[config.mk]
export PLATFORM = sky130hd
export DESIGN_NAME = jet_ctrl
export DESIGN_NICKNAME = d
export VERILOG_FILES = /design/src/rtl/jet_pkg.sv /design/src/rtl/jet_ctrl.sv
export SDC_FILE = /design/constraint.sdc
export NUM_CORES = 1
export LEC_CHECK = 0
export ABC_AREA = 1
export BUFFER_PORTS_ARGS = -buffer_cell sky130_fd_sc_hd__buf_2
export CAP_MARGIN = 25
export CORE_AREA = 8 8 45 47
export CTS_BUF_LIST = sky130_fd_sc_hd__clkbuf_4 sky130_fd_sc_hd__clkbuf_8 sky130_fd_sc_hd__clkbuf_16
export DETAILED_ROUTE_END_ITERATION = 7
export DIE_AREA = 0 0 53 55
export GPL_TIMING_DRIVEN = 0
export SKIP_LAST_GASP = 1
export SYNTH_ARGS = -nofsm -noshare
export SYNTH_HDL_FRONTEND = slang
export SYNTH_SLANG_ARGS = --single-unit
[constraint.sdc]
create_clock -name clk_i -period 2.45 [get_ports clk_i]
set_input_delay 0.3675 -clock clk_i [delete_from_list [all_inputs] [get_ports clk_i]]
set_output_delay 0.3675 -clock clk_i [all_outputs]
set_load 0.005 [all_outputs]
[src/rtl/jet_pkg.sv]
`timescale 1ns / 1ps
// Shared constants, register indexes and types for the escape-time engine.
package jet_pkg;

  localparam int DATA_W     = 32;
  localparam int FRAC_BITS  = 28;
  localparam int COORD_BITS = 12;
  localparam int ITER_BITS  = 16;
  localparam int PROD_W     = 2 * DATA_W;
  // candidate part before range check: shifted product plus c, two guard bits
  localparam int CAND_W     = PROD_W - FRAC_BITS + 2;
  // step times pixel index
  localparam int START_W    = DATA_W + COORD_BITS + 1;
  localparam int CFG_IDX_W  = 4;

  localparam logic [CFG_IDX_W-1:0] REG_C_REAL    = CFG_IDX_W'(0);
  localparam logic [CFG_IDX_W-1:0] REG_C_IMAG    = CFG_IDX_W'(1);
  localparam logic [CFG_IDX_W-1:0] REG_ESC_RAD   = CFG_IDX_W'(2);
  localparam logic [CFG_IDX_W-1:0] REG_MAX_ITER  = CFG_IDX_W'(3);
  localparam logic [CFG_IDX_W-1:0] REG_MIN_REAL  = CFG_IDX_W'(4);
  localparam logic [CFG_IDX_W-1:0] REG_MIN_IMAG  = CFG_IDX_W'(5);
  localparam logic [CFG_IDX_W-1:0] REG_REAL_STEP = CFG_IDX_W'(6);
  localparam logic [CFG_IDX_W-1:0] REG_IMAG_STEP = CFG_IDX_W'(7);

  localparam logic signed [DATA_W-1:0] RST_C        = '0;
  localparam logic [DATA_W-1:0]        RST_ESC_RAD  = 32'd1073741824;
  localparam logic [ITER_BITS-1:0]     RST_MAX_ITER = ITER_BITS'(255);
  localparam logic signed [DATA_W-1:0] RST_MIN      = -32'sd536870912;
  localparam logic signed [DATA_W-1:0] RST_STEP     = 32'sd262144;

  typedef struct packed {
    logic signed [DATA_W-1:0] c_real;
    logic signed [DATA_W-1:0] c_imag;
    logic [DATA_W-1:0]        esc_rad_sq;
    logic [ITER_BITS-1:0]     max_iter;
    logic signed [DATA_W-1:0] min_real;
    logic signed [DATA_W-1:0] min_imag;
    logic signed [DATA_W-1:0] real_step;
    logic signed [DATA_W-1:0] imag_step;
  } cfg_t;

  typedef struct packed {
    logic start;     // item accepted: form step products
    logic load;      // load start point, clear count
    logic mul;       // square current value
    logic eval;      // test candidate, form next one
    logic out_load;  // move result to output register
  } jet_cmd_t;

  typedef struct packed {
    logic stop;      // iteration ends in this evaluation
  } jet_sts_t;

endpackage

[src/rtl/jet_ctrl.sv]
`timescale 1ns / 1ps
// Controller: sequences one item through the datapath and owns the result valid.
module jet_ctrl (
  input  logic               clk_i,
  input  logic               rst_ni,
  input  logic               in_valid_i,
  output logic               in_ready_o,
  output logic               out_valid_o,
  input  logic               out_ready_i,
  input  jet_pkg::jet_sts_t  sts_i,
  output jet_pkg::jet_cmd_t  cmd_o
);
  import jet_pkg::*;

  localparam logic [2:0] ST_IDLE = 3'd0;
  localparam logic [2:0] ST_LOAD = 3'd1;
  localparam logic [2:0] ST_MUL  = 3'd2;
  localparam logic [2:0] ST_EVAL = 3'd3;
  localparam logic [2:0] ST_DONE = 3'd4;

  logic [2:0] state_q, state_d;
  logic       res_valid_q, res_valid_d;
  logic       out_free;

  assign out_free   = !res_valid_q || out_ready_i;
  assign in_ready_o = (state_q == ST_IDLE);

  always_comb begin
    state_d        = state_q;
    cmd_o          = '0;
    cmd_o.start    = in_valid_i && in_ready_o;
    case (state_q)
      ST_IDLE: begin
        if (in_valid_i) state_d = ST_LOAD;
      end
      ST_LOAD: begin
        cmd_o.load = 1'b1;
        state_d    = ST_MUL;
      end
      ST_MUL: begin
        cmd_o.mul = 1'b1;
        state_d   = ST_EVAL;
      end
      ST_EVAL: begin
        cmd_o.eval = 1'b1;
        state_d    = sts_i.stop ? ST_DONE : ST_MUL;
      end
      ST_DONE: begin
        // wait for room in the output register
        if (out_free) begin
          cmd_o.out_load = 1'b1;
          state_d        = ST_IDLE;
        end
      end
      default: state_d = ST_IDLE;
    endcase
  end

  always_comb begin
    if (cmd_o.out_load) begin
      res_valid_d = 1'b1;
    end else if (out_ready_i) begin
      res_valid_d = 1'b0;
    end else begin
      res_valid_d = res_valid_q;
    end
  end

  always_ff @(posedge clk_i or negedge rst_ni) begin
    if (!rst_ni) begin
      state_q     <= ST_IDLE;
      res_valid_q <= 1'b0;
    end else begin
      state_q     <= state_d;
      res_valid_q <= res_valid_d;
    end
  end

  assign out_valid_o = res_valid_q;

endmodule

Word-level counts from Yosys, hierarchy flattened --
Cells that the tools add are included.
Operators by class: reduce and logical (&&, ||, !) cells 6, muxes and demuxes 11, equal/unequal tests 6
Operators with widths (count):
- 3-bit case mux with 5 select lines | 1
- 3-bit 2-to-1 mux | 3
- 1-bit 2-to-1 mux | 7
- 3-bit by 2-bit == test with 1-bit output, second input constant | 2
- 2-bit inequality test, second input constant | 2
- 3-bit by 1-bit == test with 1-bit output, second input constant | 1
- 3-bit == test, second input constant | 1
- 3-bit zero test | 1
- 2-bit AND reduction | 1
- 2-bit nonzero test | 1
- 1-bit logical AND | 1
- 1-bit zero test | 1
- 1-bit logical OR | 1
Word-level totals: bits of input ports 5, register bits 4, logic and storage cells 25

Longest topological paths before layout --
Gate-level depths: netlist (run 1).
depth in word-level cells 5, mapped depth 4, depth with buffers taken out 4

Least setup slack after synthesis (run 1) --
OpenSTA, ideal clock, no wires.
path type register to output, start reg state_q[1], end out cmd_o[0] (netlist bit), path buffers 1, data arrival time 0.827 ns, slack 1.255 ns, cell stages (with the launch flop) 5, cell sequence dfrtp_1 nor2_2 nand2_1 nor2_1 buf_4
RTL lines:
- start, declared | line jet_ctrl.sv:21 | logic [2:0] state_q, state_d;
- start signal, assigned | line jet_ctrl.sv:74 | state_q <= state_d;
- end, declared | line jet_ctrl.sv:11 | output jet_pkg::jet_cmd_t cmd_o

==> impl_metrics.py, run 1 <==
metrics = {
    "route": {
        "vias": 225,
        "top_layer_used": "met3",
        "routed-wl-met2_um": 293,
        "first_iter_violations": 2,
        "drc": 0,
        "routed_wl_um": 548,
        "wl_per_cell_um": 9.13,
        "drtPass1Iterations": 4,
        "wl_met3_um": 82,
        "ant_nets": 0,
        "m1WireLength_um": 172,
        "routed_via_density": 3.75,
    },
    "global_routing": {
        "grt_max_degree": 8,
        "grt_overflow": 0,
        "grtUsageTotal_pct": 4.33,
        "antenna_found_initial": 0,
        "grt_pass1_wl_um": 834,
        "first_global_vias": 230,
    },
    "sta": {
        "period_minus_slack_ns": 1.59,
        "maxSlewHeadroom_pct": 86.3,
        "fin_crit_sh_pct": 64.7,
        "setup_viol": 0,
        "rsz0062_at_grt": "no",
        "fin_skew_ns": 0.00236,
        "finalHoldViolCount": 0,
        "hold_ws_ns": 0.346,
        "tightest_slew_ns": 0.205,
        "clock.fmax_mhz": 631,
        "tns_ns": 0,
        "final_max_slew_viol_count": 0,
    },
    "yosys": {
        "syn-cell-area_um2": 216,
        "synth-seq-area-share_pct": 46.2,
        "yosysWarnings": 0,
        "syn_avg_cell_area_um2": 7.46,
        "ys_seq_elements": 4,
        "mappedNetlistNets": 34,
        "synth.distinct_cells": 12,
        "synthCells": 29,
    },
    "layout": {
        "utilization_pct": 23.4,
        "nNetsFinal": 51,
        "mostFrequentLayoutCells": "buf_2 (11), inv_1 (5), nand2_1 (5), nor2_1 (5), dfrtp_1 (4)",
        "seqCellArea_um2": 100,
        "n_antenna_cell": 0,
        "fill_cells": 159,
        "area.growth.synth_to_final_pct": 49.7,
        "final_common_cell": "buf_2",
        "multi_input_area_um2": 90.1,
        "drive_gt1_share_pct": 40.9,
    },
    "hold_path": {
        "min_path_type": "in -> reg",
    },
    "clock_network": {
        "clk_pin_slew_ns": 0.04,
        "cts_made_buffers": 3,
        "cts_tree": "yes",
        "root_buffer": "clkbuf_4",
        "clock-sinks": 4,
        "cts_setup_buffers": 0,
        "insertion_delay_ns": 0.23,
        "clockBufferDepth": 2,
        "htreeDepth": 1,
    },
    "floorplan": {
        "core_area_um2": 1380,
        "row_count": 14,
        "num_io_pins": 12,
        "die_h_um": 55,
        "die_w_um": 53,
        "initial_core_util_pct": 15.6,
        "die_area_um2": 2920,
    },
    "power": {
        "p_leak_nw": 0.190,
        "switchingPower_mw": 0.137,
        "powerDensity_nw_per_um2": 1090,
        "p_int_mw": 0.217,
        "vdd_drop_max_v": 0.000193,
        "switching_share_pct": 38.7,
        "combPwrFrac_pct": 41.6,
        "pwr-share-clk_pct": 23.2,
        "seqPwrFrac_pct": 35.2,
    },
    "flow_run": {
        "cap_violations": 0,
    },
    "place": {
        "place_congestion": 0.627,
        "numPortBuffers": 11,
        "dp_hpwl_um": 481,
    },
    "critical_path": {
        "worst_ep_required_time_ns": 2.08,
        "start_kind": "register",
        "setup.worst_path.class": "reg -> out",
        "crit_path_end_kind": "output pin",
        "cp_max_fo": 6,
        "crit_arrival_ns": 1.22,
    },
    "status": {
        "outcome": "completed",
    },
}
-- metal layers --
metal	vias to the layer above	GRT usage, %
li1	121	-
met1	96	2.91
met2	8	6.45
met3	0	3.21
met4	0	6.47
met5	-	0
-- repair_timing --
item,4_1_cts,5_1_grt
hold buffers,1,0
gates resized for setup,0,0
hold endpoints to repair,4,0
-- worst max-delay path: stages (launching register included) --
cell and delay [ns]:
dfrtp_1 0.43, nor2_2 0.19, nand2_1 0.08, nor2_1 0.09, buf_4 0.10, buf_2 0.10
-- cells by family after synthesis --
logic type	count (synthesis)	share of synthesized area, %
buffers and inverters	6	12.1
flip-flops	4	46.2
AO/OA/AOI/OAI	2	5.78
AND/OR/NAND/NOR	17	35.8
-- power groups by stage --
stage	Clock (mW)	Combinational [mW]	Sequential, mW
3_3_place_gp	0	0.149	0.125
3_5_place_dp	0	0.152	0.126
4_1_cts	0.0874	0.153	0.125
6_report	0.0822	0.147	0.124
2_1_floorplan	0	0.0907	0.121
5_1_grt	0.0924	0.171	0.129
-- path summary, 6_finish.rpt --
| kind | to | slack [ns] | from | cells after the start |
|---|---|---|---|---|
| max in group asynchronous | state_q[1] | 1.86 | rst_ni | 2 |
| hold / removal | out_valid_o | 0.35 | out_ready_i | 2 |
| setup / recovery | cmd_o[0] | 0.86 | state_q[1] | 5 |
| setup reg to reg | out_valid_o | 1.59 | state_q[1] | 3 |
| hold reg to reg | out_valid_o | 0.54 | out_valid_o | 2 |
| min in group asynchronous | out_valid_o | 0.47 | rst_ni | 2 |
-- cell usage after synthesis --
master    instances  area share [%]
inv_1             5             8.7
nand2_1           5             8.7
nor2_1            5             8.7
dfrtp_1           4              46
nor2_2            2             5.8
nor3_1            2             4.6
and3_1            1             2.9
buf_4             1             3.5
nand2_2           1             2.9
nand3_1           1             2.3
o211ai_1          1             3.5
o21ai_0           1             2.3
-- sequential cells by signal, indices dropped and copies added (netlist names) --
| register | count |
|---|---|
| out_valid_o | 1 |
| state_q | 3 |
-- per-stage QoR --
step | worst slack [ns] | power [mW] | cell area [um2] | cells
after detailed placement | 1.09 | 0.278 | 292 | 56
after global routing | 0.765 | 0.392 | 324 | 60
final | 0.865 | 0.354 | 324 | 60
after global placement | 1.11 | 0.274 | 292 | 56
after floorplan | 1.26 | 0.212 | 216 | 29
after CTS | 0.843 | 0.366 | 324 | 60
-- area by class of cell --
class | instances | area share, %
inverter | 5 | 5.79
timing repair buffer | 12 | 20.1
tap | 16 | 6.18
clock buffer | 3 | 6.95
multi-input combinational | 19 | 27.8
buffer | 1 | 2.32
sequential | 4 | 30.9
Note: power is estimated with default switching activity, not from simulation.
==> run 2, diff against run 1 <==
clock period = 1.4 ns   (was 2.45 ns; I/O delays follow)
==> run 2 against run 1 <==
Non-clock buffer count up 2; die area unchanged; clock skew about the same; cell count up 3.3%; hold slack worse by 0.16 ns; critical path depth down 1; via count up 4.9%; clock power up 75%.
==> impl_metrics.py, run 2 (synthesized netlist as in run 1, its figures left out) <==
metrics = {
    "status": {
        "outcome": "completed",
    },
    "layout": {
        "final_common_cell": "buf_2",
        "utilization_pct": 25.0,
        "mostFrequentLayoutCells": "buf_2 (11), inv_1 (5), nand2_1 (5), nor2_1 (5)",
        "fin_area_um2": 345,
        "final_cell_count_no_fill": 62,
        "area.growth.synth_to_final_pct": 59.5,
        "n_antenna_cell": 0,
        "fill_cells": 162,
        "top_register": "state_q",
        "drive_gt1_share_pct": 45.7,
        "largest_reg_flops": 3,
        "nNetsFinal": 53,
    },
    "sta": {
        "final_max_slew_viol_count": 0,
        "rsz0062_at_grt": "no",
        "finalHoldViolCount": 0,
        "hold_ws_ns": 0.189,
        "maxSlewHeadroom_pct": 85.6,
        "setup_viol": 0,
        "period_minus_slack_ns": 1.33,
        "tightest_slew_ns": 0.216,
        "fin_ws_ns": 0.0676,
        "clock.fmax_mhz": 751,
        "tns_ns": 0,
        "fin_skew_ns": 0.00237,
        "fin_crit_sh_pct": 95.2,
    },
    "power": {
        "switchingPower_mw": 0.277,
        "switching_share_pct": 38.9,
        "seqPwrFrac_pct": 31.4,
        "p_int_mw": 0.435,
        "vdd_drop_max_v": 0.000374,
        "finalPower_mw": 0.712,
        "powerDensity_nw_per_um2": 2060,
        "pwr-share-clk_pct": 20.2,
        "combPwrFrac_pct": 48.4,
        "p_leak_nw": 0.198,
    },
    "flow_run": {
        "cap_violations": 0,
    },
    "critical_path": {
        "crit_path_end_kind": "output pin",
        "setup.worst_path.class": "reg -> out",
        "cp_max_fo": 3,
        "reg2reg_slack_ns": 0.43,
        "worst_ep_required_time_ns": 1.19,
        "crit_arrival_ns": 1.12,
        "start_kind": "register",
    },
    "clock_network": {
        "clock-sinks": 4,
        "clockBufferDepth": 2,
        "cts_tree": "yes",
        "insertion_delay_ns": 0.23,
        "clk_pin_slew_ns": 0.04,
        "htreeDepth": 1,
        "cts_made_buffers": 3,
        "root_buffer": "clkbuf_4",
    },
    "floorplan": {
        "core_area_um2": 1380,
        "num_io_pins": 12,
        "die_h_um": 55,
        "die_area_um2": 2920,
        "initial_core_util_pct": 15.6,
        "die_w_um": 53,
        "row_count": 14,
    },
    "route": {
        "routed_via_density": 3.81,
        "routed_wl_um": 650,
        "ant_nets": 0,
        "drc": 0,
        "vias": 236,
        "first_iter_violations": 4,
        "drtPass1Iterations": 3,
        "wl_per_cell_um": 10.5,
    },
    "hold_path": {
        "min_path_type": "in -> reg",
    },
    "place": {
        "place_congestion": 0.627,
        "numPortBuffers": 11,
        "preCtsSetupSlack_ns": 0.198,
        "post-place-cells": 56,
        "placed_area_um2": 292,
        "dp_hpwl_um": 481,
    },
    "global_routing": {
        "grt_overflow": 0,
        "grtUsageTotal_pct": 4.44,
        "antenna_found_initial": 0,
        "grt_max_degree": 8,
        "grt_pass1_wl_um": 862,
        "first_global_vias": 238,
    },
}
-- run 2: changes by cell type in the layout (fill, tap and decap cells not counted), sizes merged --
cell / previous run / this run
buf: 12 / 14
-- run 2: metal layers --
layer	wire, um	up-vias	GRT usage [%]
li1	-	123	-
met2	368	6	6.84
met4	0	0	6.47
met5	0	-	0
met1	200	107	2.91
met3	80	0	3.21
-- run 2: repair_timing --
action / in CTS / in global routing
pin swaps: 1 / 2
endpoints found under the hold margin: 4 / 0
endpoints found under the setup margin: 1 / 1
gates resized for setup: 0 / 2
hold buffers: 1 / 0
buffers inserted: 1 / 2
-- run 2: layout make-up --
cell class	instances	area (um2)	share of cell area [%]
clock buffers	3	22.5	6.52
inverters	5	18.8	5.43
multi-input cells	19	95.1	27.5
flip-flops and latches	4	101	29.3
well taps	16	20.0	5.80
repair buffers	15	87.6	25.4
-- run 2: worst paths after layout --
path / endpoint / startpoint / depth (start not counted)
worst min-delay path: out_valid_o / out_ready_i / 2
max in group asynchronous: state_q[1] / rst_ni / 2
worst max-delay path: cmd_o[4] / state_q[1] / 4
worst max register to register: state_q[1] / state_q[0] / 4
min in group asynchronous: out_valid_o / rst_ni / 2
worst min register to register: out_valid_o / out_valid_o / 2
-- run 2: power by group through the flow --
stage               sequential (mW)  clock, mW  combinational, mW
floorplan                     0.211          0              0.159
CTS                           0.219      0.153              0.288
global placement              0.218          0              0.262
finish                        0.224      0.144              0.345
global route                  0.227      0.162              0.389
detailed placement            0.221          0              0.266
-- run 2: critical path: stages (launching register included) --
cell	delay (ns)
dfrtp_2	0.42
nor2_4	0.12
buf_4	0.11
and3_1	0.13
buf_2	0.11
