`src/rtl/jet_pkg.sv`:
```
`timescale 1ns / 1ps
// Shared constants, register indexes and types for the escape-time engine.
package jet_pkg;

  localparam int DATA_W     = 32;
  localparam int FRAC_BITS  = 28;
  localparam int COORD_BITS = 12;
  localparam int ITER_BITS  = 16;
  localparam int PROD_W     = 2 * DATA_W;
  // candidate part before range check: shifted product plus c, two guard bits
  localparam int CAND_W     = PROD_W - FRAC_BITS + 2;
  // step times pixel index
  localparam int START_W    = DATA_W + COORD_BITS + 1;
  localparam int CFG_IDX_W  = 4;

  localparam logic [CFG_IDX_W-1:0] REG_C_REAL    = CFG_IDX_W'(0);
  localparam logic [CFG_IDX_W-1:0] REG_C_IMAG    = CFG_IDX_W'(1);
  localparam logic [CFG_IDX_W-1:0] REG_ESC_RAD   = CFG_IDX_W'(2);
  localparam logic [CFG_IDX_W-1:0] REG_MAX_ITER  = CFG_IDX_W'(3);
  localparam logic [CFG_IDX_W-1:0] REG_MIN_REAL  = CFG_IDX_W'(4);
  localparam logic [CFG_IDX_W-1:0] REG_MIN_IMAG  = CFG_IDX_W'(5);
  localparam logic [CFG_IDX_W-1:0] REG_REAL_STEP = CFG_IDX_W'(6);
  localparam logic [CFG_IDX_W-1:0] REG_IMAG_STEP = CFG_IDX_W'(7);

  localparam logic signed [DATA_W-1:0] RST_C        = '0;
  localparam logic [DATA_W-1:0]        RST_ESC_RAD  = 32'd1073741824;
  localparam logic [ITER_BITS-1:0]     RST_MAX_ITER = ITER_BITS'(255);
  localparam logic signed [DATA_W-1:0] RST_MIN      = -32'sd536870912;
  localparam logic signed [DATA_W-1:0] RST_STEP     = 32'sd262144;

  typedef struct packed {
    logic signed [DATA_W-1:0] c_real;
    logic signed [DATA_W-1:0] c_imag;
    logic [DATA_W-1:0]        esc_rad_sq;
    logic [ITER_BITS-1:0]     max_iter;
    logic signed [DATA_W-1:0] min_real;
    logic signed [DATA_W-1:0] min_imag;
    logic signed [DATA_W-1:0] real_step;
    logic signed [DATA_W-1:0] imag_step;
  } cfg_t;

  typedef struct packed {
    logic start;     // item accepted: form step products
    logic load;      // load start point, clear count
    logic mul;       // square current value
    logic eval;      // test candidate, form next one
    logic out_load;  // move result to output register
  } jet_cmd_t;

  typedef struct packed {
    logic stop;      // iteration ends in this evaluation
  } jet_sts_t;

endpackage

```
`src/rtl/jet_cfg.sv`:
```
`timescale 1ns / 1ps
// Configuration register file with write decode.
module jet_cfg (
  input  logic                           clk_i,
  input  logic                           rst_ni,
  input  logic                           cfg_we_i,
  input  logic [jet_pkg::CFG_IDX_W-1:0]  cfg_idx_i,
  input  logic [jet_pkg::DATA_W-1:0]     cfg_data_i,
  output jet_pkg::cfg_t                  cfg_o
);
  import jet_pkg::*;

  cfg_t cfg_q, cfg_d;

  always_comb begin
    cfg_d = cfg_q;
    if (cfg_we_i) begin
      case (cfg_idx_i)
        REG_C_REAL:    cfg_d.c_real     = cfg_data_i;
        REG_C_IMAG:    cfg_d.c_imag     = cfg_data_i;
        REG_ESC_RAD:   cfg_d.esc_rad_sq = cfg_data_i;
        REG_MAX_ITER:  cfg_d.max_iter   = cfg_data_i[ITER_BITS-1:0];
        REG_MIN_REAL:  cfg_d.min_real   = cfg_data_i;
        REG_MIN_IMAG:  cfg_d.min_imag   = cfg_data_i;
        REG_REAL_STEP: cfg_d.real_step  = cfg_data_i;
        REG_IMAG_STEP: cfg_d.imag_step  = cfg_data_i;
        default:       cfg_d = cfg_q;
      endcase
    end
  end

  always_ff @(posedge clk_i or negedge rst_ni) begin
    if (!rst_ni) begin
      cfg_q.c_real     <= RST_C;
      cfg_q.c_imag     <= RST_C;
      cfg_q.esc_rad_sq <= RST_ESC_RAD;
      cfg_q.max_iter   <= RST_MAX_ITER;
      cfg_q.min_real   <= RST_MIN;
      cfg_q.min_imag   <= RST_MIN;
      cfg_q.real_step  <= RST_STEP;
      cfg_q.imag_step  <= RST_STEP;
    end else begin
      cfg_q <= cfg_d;
    end
  end

  assign cfg_o = cfg_q;

endmodule

```
`config.mk`:
```
export PLATFORM = sky130hd
export DESIGN_NAME = jet_cfg
export DESIGN_NICKNAME = d
export VERILOG_FILES = /design/src/rtl/jet_pkg.sv /design/src/rtl/jet_cfg.sv
export SDC_FILE = /design/constraint.sdc
export NUM_CORES = 1
export LEC_CHECK = 0
export ABC_CLOCK_PERIOD_IN_PS = 980
export BUFFER_PORTS_ARGS = -buffer_cell sky130_fd_sc_hd__buf_2
export CAP_MARGIN = 15
export CELL_PAD_IN_SITES_DETAIL_PLACEMENT = 1
export CELL_PAD_IN_SITES_GLOBAL_PLACEMENT = 2
export CORE_AREA = 4 4 162 164
export CTS_BUF_LIST = sky130_fd_sc_hd__clkbuf_4
export DETAILED_ROUTE_END_ITERATION = 16
export DIE_AREA = 0 0 166 168
export HOLD_SLACK_MARGIN = 0.02
export PLACE_DENSITY_LB_ADDON = 0.1
export SLEW_MARGIN = 10
export SYNTH_ARGS = -nofsm -noshare
export SYNTH_HDL_FRONTEND = slang
export SYNTH_SLANG_ARGS = --single-unit
```
`constraint.sdc`:
```
create_clock -name clk_i -period 0.98 [get_ports clk_i]
set_clock_uncertainty 0.1 [all_clocks]
set_input_delay 0.196 -clock clk_i [delete_from_list [all_inputs] [get_ports clk_i]]
set_output_delay 0.196 -clock clk_i [all_outputs]
set_load 0.005 [all_outputs]
```
## After elaboration in Yosys (flattened, before gate mapping)

Index checks and enable logic that the tools add are counted.

| storage, ports and cells | value |
|---|---|
| bits in registers | 240 |
| input bits | 39 |

| cells by class | value |
|---|---|
| reductions and logical operators | 9 |
| equal/unequal tests | 7 |

Operators by type and width:

| cell | count |
|---|---|
| equality test 4 x 3 -> 1 bit, second input constant | 4 |
| AND reduction 2 bit | 8 |
| equality test 4 x 2 -> 1 bit, second input constant | 2 |
| equality test 4 x 1 -> 1 bit, second input constant | 1 |
| logical NOT 4 bit | 1 |

## Depth between registers and ports, before layout

Gate-level depths: netlist of the first run.

| depth | value |
|---|---|
| depth after elaboration | 2 |
| gate-level depth with buffers | 5 |
| gate-level depth less buffers | 3 |

## Least setup slack after synthesis of the first run

Ideal clock, no wire load.

| timing path | value |
|---|---|
| path kind | input to register |
| from | in cfg_idx_i[1] (netlist name) |
| to | reg cfg_q (netlist bit cfg_o[100]) |
| stages | 5 |
| path slack | -539 ps |
| data arrival time | 1,293 ps |
| path buffers | 3 |
| setup time | 125 ps |
| required time | 755 ps |
| path through | clkbuf_1 or3_1 buf_2 buf_6 mux2_4 |

| on the way | value |
|---|---|
| cells in the longest elaborated chain, start to end | 2 |

RTL lines:

| element | RTL line | RTL |
|---|---|---|
| start, declared | jet_cfg.sv:7 | `input logic [jet_pkg::CFG_IDX_W-1:0] cfg_idx_i,` |
| equality test 4 x 3 -> 1 bit | jet_cfg.sv:18 | `case (cfg_idx_i)` |
| AND reduction 2 bit (no source line) | n/a |  |
| end signal, assigned | jet_cfg.sv:43 | `cfg_q <= cfg_d;` |
| end, declared | jet_cfg.sv:13 | `cfg_t cfg_q, cfg_d;` |

Every way passes these cells.
A chain may end at the register's enable or synchronous reset.

## Worst setup path in the final report of the first run

| timing path | value |
|---|---|
| from | reg cfg_q (netlist bit cfg_o[131]) |
| to | out cfg_o[131] (netlist name) |

RTL lines:

| element | RTL line | RTL |
|---|---|---|
| end, declared | jet_cfg.sv:9 | `output jet_pkg::cfg_t cfg_o` |

No word-level cell between the ends.

==> summary by stage, run 1 <==
Logic synthesis
Yosys printed 0 warnings. The unique cell type count in the Yosys netlist is 15. The sequential area share after synthesis is 0.663.

After synthesis, the mean cell area works out to 17.6 µm². The net count after synthesis is 557. The multiplexer fraction of the synthesized cell area is 0.310. Of the total synthesized cell area, the portion taken by AND, OR, NAND and NOR gates is 0.0110.

Of the total synthesized cell area, the portion taken by full adders, half adders and majority gates is 0. Counting every instance in the synthesized netlist gives 518. The XOR/XNOR share of the synthesized area is 0. The number of synthesized register bits is between 200 and 250. The synthesized-area fraction occupied by ao, oa, aoi and oai cells is 0.

The cell area that synthesis handed to floorplanning was 9090 µm². After synthesis, the largest family of logic cells by area is multiplexers.

Worst setup path
The largest fanout on the critical path is 2. The signal on the critical path passes through buf_6. The worst setup path is launched from a register. The class of the most critical setup path is reg -> out. In this run the number of cells on the critical path is 1. The largest individual stage delay along the critical path comes from the cell sky130_fd_sc_hd__dfstp_2. The arrival time reported for the critical path endpoint is between 1 and 1.5 ns. The sort of element at the end of the critical path is a primary output. The sum of buffers and inverters on the critical path is 1. The critical path required time is roughly 0.7 ns. The depth of the worst register-to-register path is 3. The largest incremental delay on the critical path is 0.57 ns.

The cell family contributing the most delay on the critical path is flip-flops.

STA
In the post-route analysis, the smallest setup slack over all paths is -0.642 ns. Timing would allow up to between 600 and 700 MHz. Setup violations remaining at the end of the flow were counted as 473.

Setup repair after global routing could not meet its margin everywhere. The number of hold-slack violations in the final timing report is 0. Final hold analysis gives a worst-case slack of roughly 0.05 ns. At the pin with the least slew margin, the transition time is between 0.3 and 0.4 ns. The final number of max-transition violations was 0.

Subtracting the final worst setup slack from the clock period gives 1.62 ns. The worst-case headroom to the max-slew limit is 0.743. Dividing the final minimum period by the clock period gives 1.66.

Floorplan
The die outline area is 27900 µm². In this run the vertical extent of the chip is 168 µm. The effective utilization at floorplan is 0.365.

Pin placement for this block handled about 280 I/O pins. The die is about 170 µm wide. The core outline area is 24900 µm².

In this run the core area contains 58 standard-cell rows.

Power and ir drop
The share of total power dissipated in sequential elements is 0.424. The internal power is 23800 µW. The share of total power dissipated in the clock network is 0.307. The worst supply voltage drop on vdd is 1240 µV. The power per cell area is 2230 nW/µm². For this design the static power due to leakage is roughly 0.0075 µW.

Of the total power, combinational logic draws 0.269. The analysis attributes to net switching a power of 8750 µW. The net switching fraction of the power is 0.268.

The total power is 32600 µW.

Run
Max-cap violations in this run came to 0.

Routing
The routed design has 32900 µm of wire. The via count is 6583. The number of nets with antenna violations after routing is 0. After detailed routing, the number of remaining DRC violations is 0. The via density per instance is ~4.7. The first detailed-routing pass ran for 4 iterations. After detailed routing, the average wire length per cell comes to ~23 µm. The first routing iteration left 182 violations.

Cells and area
In the layout the commonest cells are sky130_fd_sc_hd__buf_2 (247), sky130_fd_sc_hd__dfrtp_1 (223), sky130_fd_sc_hd__mux2_4 (149). The net count of the finished layout is between 1000 and 1500. After routing the design area is about 15000 µm². The count of filler cells inserted in the layout is around 2400.

The flip-flop count of the largest register after layout is 240. The layout overhead on the synthesized area is 60.9%. Once layout is complete, the utilization of the core stands at 0.588.

The fraction of final layout cells with drive strength greater than 1 is 0.750. Leaving out fill and tap cells, the most frequent cell in the layout is sky130_fd_sc_hd__buf_2.

Global routing
The via count of the first global-routing pass is 7388. The aggregate global routing overflow is 0. The all-layer global routing usage is 0.206. Entering global routing, the biggest net connects 65 pins.

The initial antenna violation count is 1. The first global-routing pass estimated roughly 45000 µm of wire.

Clock tree
The TritonCTS sink count is 240. The clock latency reported for the late side of the worst-skew pair is 0.60 ns. The master cell of the clock root buffer is sky130_fd_sc_hd__clkbuf_4. The H-tree level count is 3. The maximum buffer depth of the clock tree is 3.

The clock-pin slew on the worst setup and hold paths is around 0.080 ns. The clock tree from TritonCTS is yes. The number of buffers inserted for hold repair after clock tree synthesis is 34.

The number of clock buffers added by TritonCTS is 67.

Placed design
The number of buffers added on ports is between 200 and 300. After legalization and detailed placement, the total HPWL measured 17800 µm. At the placement stage, the worst setup path has a slack of -0.793 ns.

At the end of routability-driven placement, the weighted congestion stood at between 0.7 and 0.8. In this run the cell area measured after placement is 11200 µm².

Run status
The checks that failed: negative setup slack. The run finished, with violations left.

Min path
The worst hold path class is in -> reg. The worst hold path was traced through 4 stages.
[kinds of logic after synthesis]
group                  count (synthesis)
and+or+nand+nor                       12
DFF                                  240
muxes                                240
buffers and inverters                 26
[power groups by stage]
stage / Combinational [µW] / Sequential [µW] / Clock (µW)
global route: 9390 / 14100 / 10900
CTS: 7590 / 13700 / 10300
floorplan: 2400 / 13800 / 0
finish: 8780 / 13800 / 10000
detailed placement: 6220 / 13800 / 0
global placement: 6070 / 13700 / 0
[cells in the mapped netlist (all sizes together)]
cell type | count | area (µm²)
and3 | 1 | 6.26
buf | 24 | 141
clkbuf | 2 | 7.51
dfrtp | 223 | 5580
dfstp | 17 | 447
mux2 | 240 | 2820
nand2 | 2 | 7.51
nand3b | 3 | 35.0
nor2 | 2 | 7.51
nor3b | 3 | 37.5
or3 | 1 | 6.26
[through the flow]
step,setup TNS (ns),instances
global route,-143.96,1401
finish,-132.93,1401
detailed placement,-157.11,1125
floorplan,-86.66,518
global placement,-152.47,1125
CTS,-130.24,1347
[path summary, 6_finish.rpt]
check	slack (ns)	from	end
max	-0.64	cfg_o[131]	cfg_o[131]
min	0.05	cfg_idx_i[1]	cfg_o[108]
max reg2reg	-0.14	cfg_o[106]	cfg_o[106]
min reg2reg	0.40	cfg_o[168]	cfg_o[168]
max in group asynchronous	0.09	rst_ni	cfg_o[4]
min in group asynchronous	0.09	rst_ni	cfg_o[64]
[timing repair]
action,in CTS,in global routing
pin swaps,5,8
setup endpoints to repair,336,421
buffers inserted,60,58
resized for setup,100,137
gates cloned,9,15
hold endpoints to repair,480,1
[metal layers]
layer | GRT usage | wire length (µm)
met1 | 0.243 | 13400
met3 | 0.0714 | 2320
met4 | 0.0660 | 713
met2 | 0.356 | 16500
met5 | 0 | 0
[cell type report]
type,count,area [µm²],share of cell area
timing repair buffer,459,3840,0.263
antenna,1,2.50,0.000171
clock buffer,108,811,0.0554
sequential,240,6030,0.412
clock inverter,11,120,0.00821
tap,330,413,0.0282
multi-input combinational,252,3410,0.233
Power figures use the tool's default switching activity.
==> run 2, diff against run 1 <==
- ABC_CLOCK_PERIOD_IN_PS: 980 -> 1900
- CELL_PAD_IN_SITES_DETAIL_PLACEMENT: 1 -> 0
- CELL_PAD_IN_SITES_GLOBAL_PLACEMENT: 2 -> 1
- CORE_AREA: 4 4 162 164 -> 4 4 145 147
- DIE_AREA: 0 0 166 168 -> 0 0 149 151
- clock period: 0.98 -> 1.9 ns (I/O delays scaled with it)
==> run 2 against run 1 <==
The run now ends clean. Via count shrank 10%. Highest routed layer unchanged. Combinational power shrank 65%. Design area shrank 17%. Die area shrank 19%. Cell count shrank 13%. Clock power shrank 56%. Sequential power shrank 49%. Utilization grew 2.4 points. Hold slack gained 0.089 ns. Sequential share of layout area grew 8.3 points. Critical path depth is the same. Non-clock buffer count shrank 121.
==> summary by stage, run 2 (synthesized netlist as in run 1, its figures left out) <==
Run status
The flow ran to the end, and the final reports show no timing, DRC or antenna violations.

STA
The number of hold-slack violations in the final timing report came to 0. Setup violations remaining at the end of the flow were counted as 0. The transition at the pin with the smallest max-transition slack is 0.493 ns. The time the final worst path needs with I/O delays and setup is 1.80 ns.

The final number of max-transition violations is 0. Setup repair after global routing left no endpoint under its margin. The achievable frequency is 554 MHz. Headroom to the max-slew limit came out at 0.671. The final critical-path share of the clock period is 0.949.

The worst hold-check slack is 0.138 ns.

Power and ir drop
Summed over all cells, the static leakage comes to 0.00615 µW. The power per cell area is 1190 nW/µm². Across the VDD grid, the largest voltage drop is about 590 µV.

After layout, the design draws a total of around 14000 µW.

Global routing
The first-pass GRT wire length is 36600 µm. The all-layer global routing usage is 0.209. The via count of the first global-routing pass is between 6000 and 7000. The aggregate global routing overflow is 0. The initial antenna violation count is 1. Entering global routing, the biggest net connects 60 pins.

Worst setup path
Walking the worst path, the cells encountered are buf_2. The slowest cell on the critical path is sky130_fd_sc_hd__dfstp_2. The number of cells on the critical path is 1. On the worst path, the slowest cell contributes a delay of 0.55 ns.

Data arrives at the worst endpoint at about 1.3 ns. The depth of the worst register-to-register path is 1. The worst flop-to-flop path endpoint is cfg_o[152]. The most critical setup path has its endpoint at cfg_o[126]. The critical path launch point is cfg_o[126]. Together, buffers and inverters on the worst path number 1. The internal reg-to-reg setup slack is 1.01 ns. The class of the most critical setup path is reg -> out. In this run the worst path has a maximum fanout of 2. In this run the critical register-to-register path is launched from cfg_o[152].

The kind of cell adding the most delay to the critical path is flip-flops. STA classifies the critical path endpoint as a primary output. STA classifies the critical path startpoint as a register.

The critical path required time is 1.42 ns.

Floorplan
The horizontal die dimension is 149 µm. The die outline area is around 22000 µm². The region available for standard cell placement spans 19900 µm². The initial utilization of the core area, before any placement, comes to 0.457. The chip height is 151 µm.

In this run the core area contains 52 standard-cell rows. Pin placement for this block handled 279 I/O pins.

Placed design
The post-detailed-placement half-perimeter wirelength is between 15000 and 20000 µm. During placement, the flow inserted port buffers numbering 278. At the end of routability-driven placement, the weighted congestion stood at 0.805. In this run the cell area measured after placement is 11000 µm².

Min path
The worst hold path class is in -> async.

Clock tree
The number of setup buffers added after CTS is 0. TritonCTS built the clock tree. The H-tree level count is 2. The maximum buffer depth of the clock tree is 3.

Counting the buffers created by CTS gives 61. The clock latency reported for the late side of the worst-skew pair is 0.66 ns. For this design, the sink count on the clock tree is between 200 and 250. Clock-pin slew was measured on the worst setup and hold paths at roughly 0.070 ns. The master cell of the clock root buffer is sky130_fd_sc_hd__clkbuf_4.

Routing
In the routed layout, each cell is associated on average with a via count of 4.85. The count of nets left with antenna violations once routing finished came out at 0. For this block, the routed nets add up to 23900 µm of wire. For this block, the initial DRC count from the detailed router was roughly 130. For this run, design rule violations remaining after detail routing come to 0. The via count is 5892. Dividing the detail-routed wire length by the instance count gives about 20 µm. The first-pass iteration count of the detailed router is 4.

Cells and area
The area taken by multi-input logic gates is 2940 µm². The count of filler cells inserted in the layout is between 1500 and 2000. The library cells used most frequently in the layout, excluding fill and tap cells, are sky130_fd_sc_hd__buf_2 (277), sky130_fd_sc_hd__dfrtp_1 (223), sky130_fd_sc_hd__mux2_2 (210). The most frequent standard cell in the layout excluding fill and tap cells is sky130_fd_sc_hd__buf_2. The finished layout cell area is 12200 µm². Relative to the synthesized area, the layout overhead comes to 34.0%. The flip-flop count of the largest register after layout is 240. For this run, the post-layout net count is a little over 900. The register area is 6030 µm². Of the cells placed in the final design, the portion with a size suffix greater than 1 is 0.712.

Run
Max-cap violations in this run came to 0.
run 2: cell types whose count changed in the layout (fill, tap and decap cells not counted), moves of 4 or more:
cell / change
sky130_fd_sc_hd__clkbuf_4: -9
sky130_fd_sc_hd__mux2_2: +119
sky130_fd_sc_hd__clkinv_1: +4
sky130_fd_sc_hd__clkbuf_16: -12
sky130_fd_sc_hd__mux2_4: -119
sky130_fd_sc_hd__buf_12: -11
sky130_fd_sc_hd__buf_6: -84
sky130_fd_sc_hd__buf_16: -5
sky130_fd_sc_hd__buf_4: -35
sky130_fd_sc_hd__buf_2: +30
run 2: metrics by stage:
step	TNS (ns)	util	instances	setup slack [ns]
5_1_grt	0	0.612	1215	0.00190
6_report	0	0.612	1215	0.0965
3_3_place_gp	0	0.555	1067	0.0188
4_1_cts	0	0.612	1214	0.0225
3_5_place_dp	-0.243	0.555	1067	-0.0286
2_1_floorplan	0	-	518	0.197
run 2: worst min-delay path by stage:
stage | from | to | slack [ns] | cells after the start
after floorplan | rst_ni | cfg_o[0] | -0.02 | 0
after global placement | rst_ni | cfg_o[119] | 0.24 | 1
after detailed placement | rst_ni | cfg_o[119] | 0.24 | 1
after CTS | rst_ni | cfg_o[119] | 0.10 | 2
after global routing | rst_ni | cfg_o[119] | 0.12 | 2
final | rst_ni | cfg_o[119] | 0.14 | 2
run 2: layout make-up:
| cell class | count | share of cell area |
|---|---|---|
| antenna | 1 | 0.000205 |
| clock inverter | 15 | 0.00493 |
| clock buffer | 99 | 0.0610 |
| timing repair buffer | 338 | 0.170 |
| multi-input combinational | 252 | 0.241 |
| sequential | 240 | 0.495 |
| tap | 270 | 0.0277 |
run 2: per-layer routing:
layer / global-route usage / up-vias / share of wire
met4: 0.0600 / 0 / 0.017
met2: 0.333 / 211 / 0.48
met1: 0.271 / 3000 / 0.42
li1: - / 2652 / -
met5: 0 / - / 0
met3: 0.0787 / 29 / 0.084
run 2: where the power goes:
group / switching (µW) / internal, µW / leakage (µW)
clock: 2030 / 2350 / 0.000489
sequential: 622 / 6360 / 0.00291
combinational: 1260 / 1840 / 0.00275
total: 3910 / 10600 / 0.00615
run 2: repair_timing:
item	CTS	global route
hold buffers	33	0
endpoints found under the hold margin	468	0
resized for setup	0	0
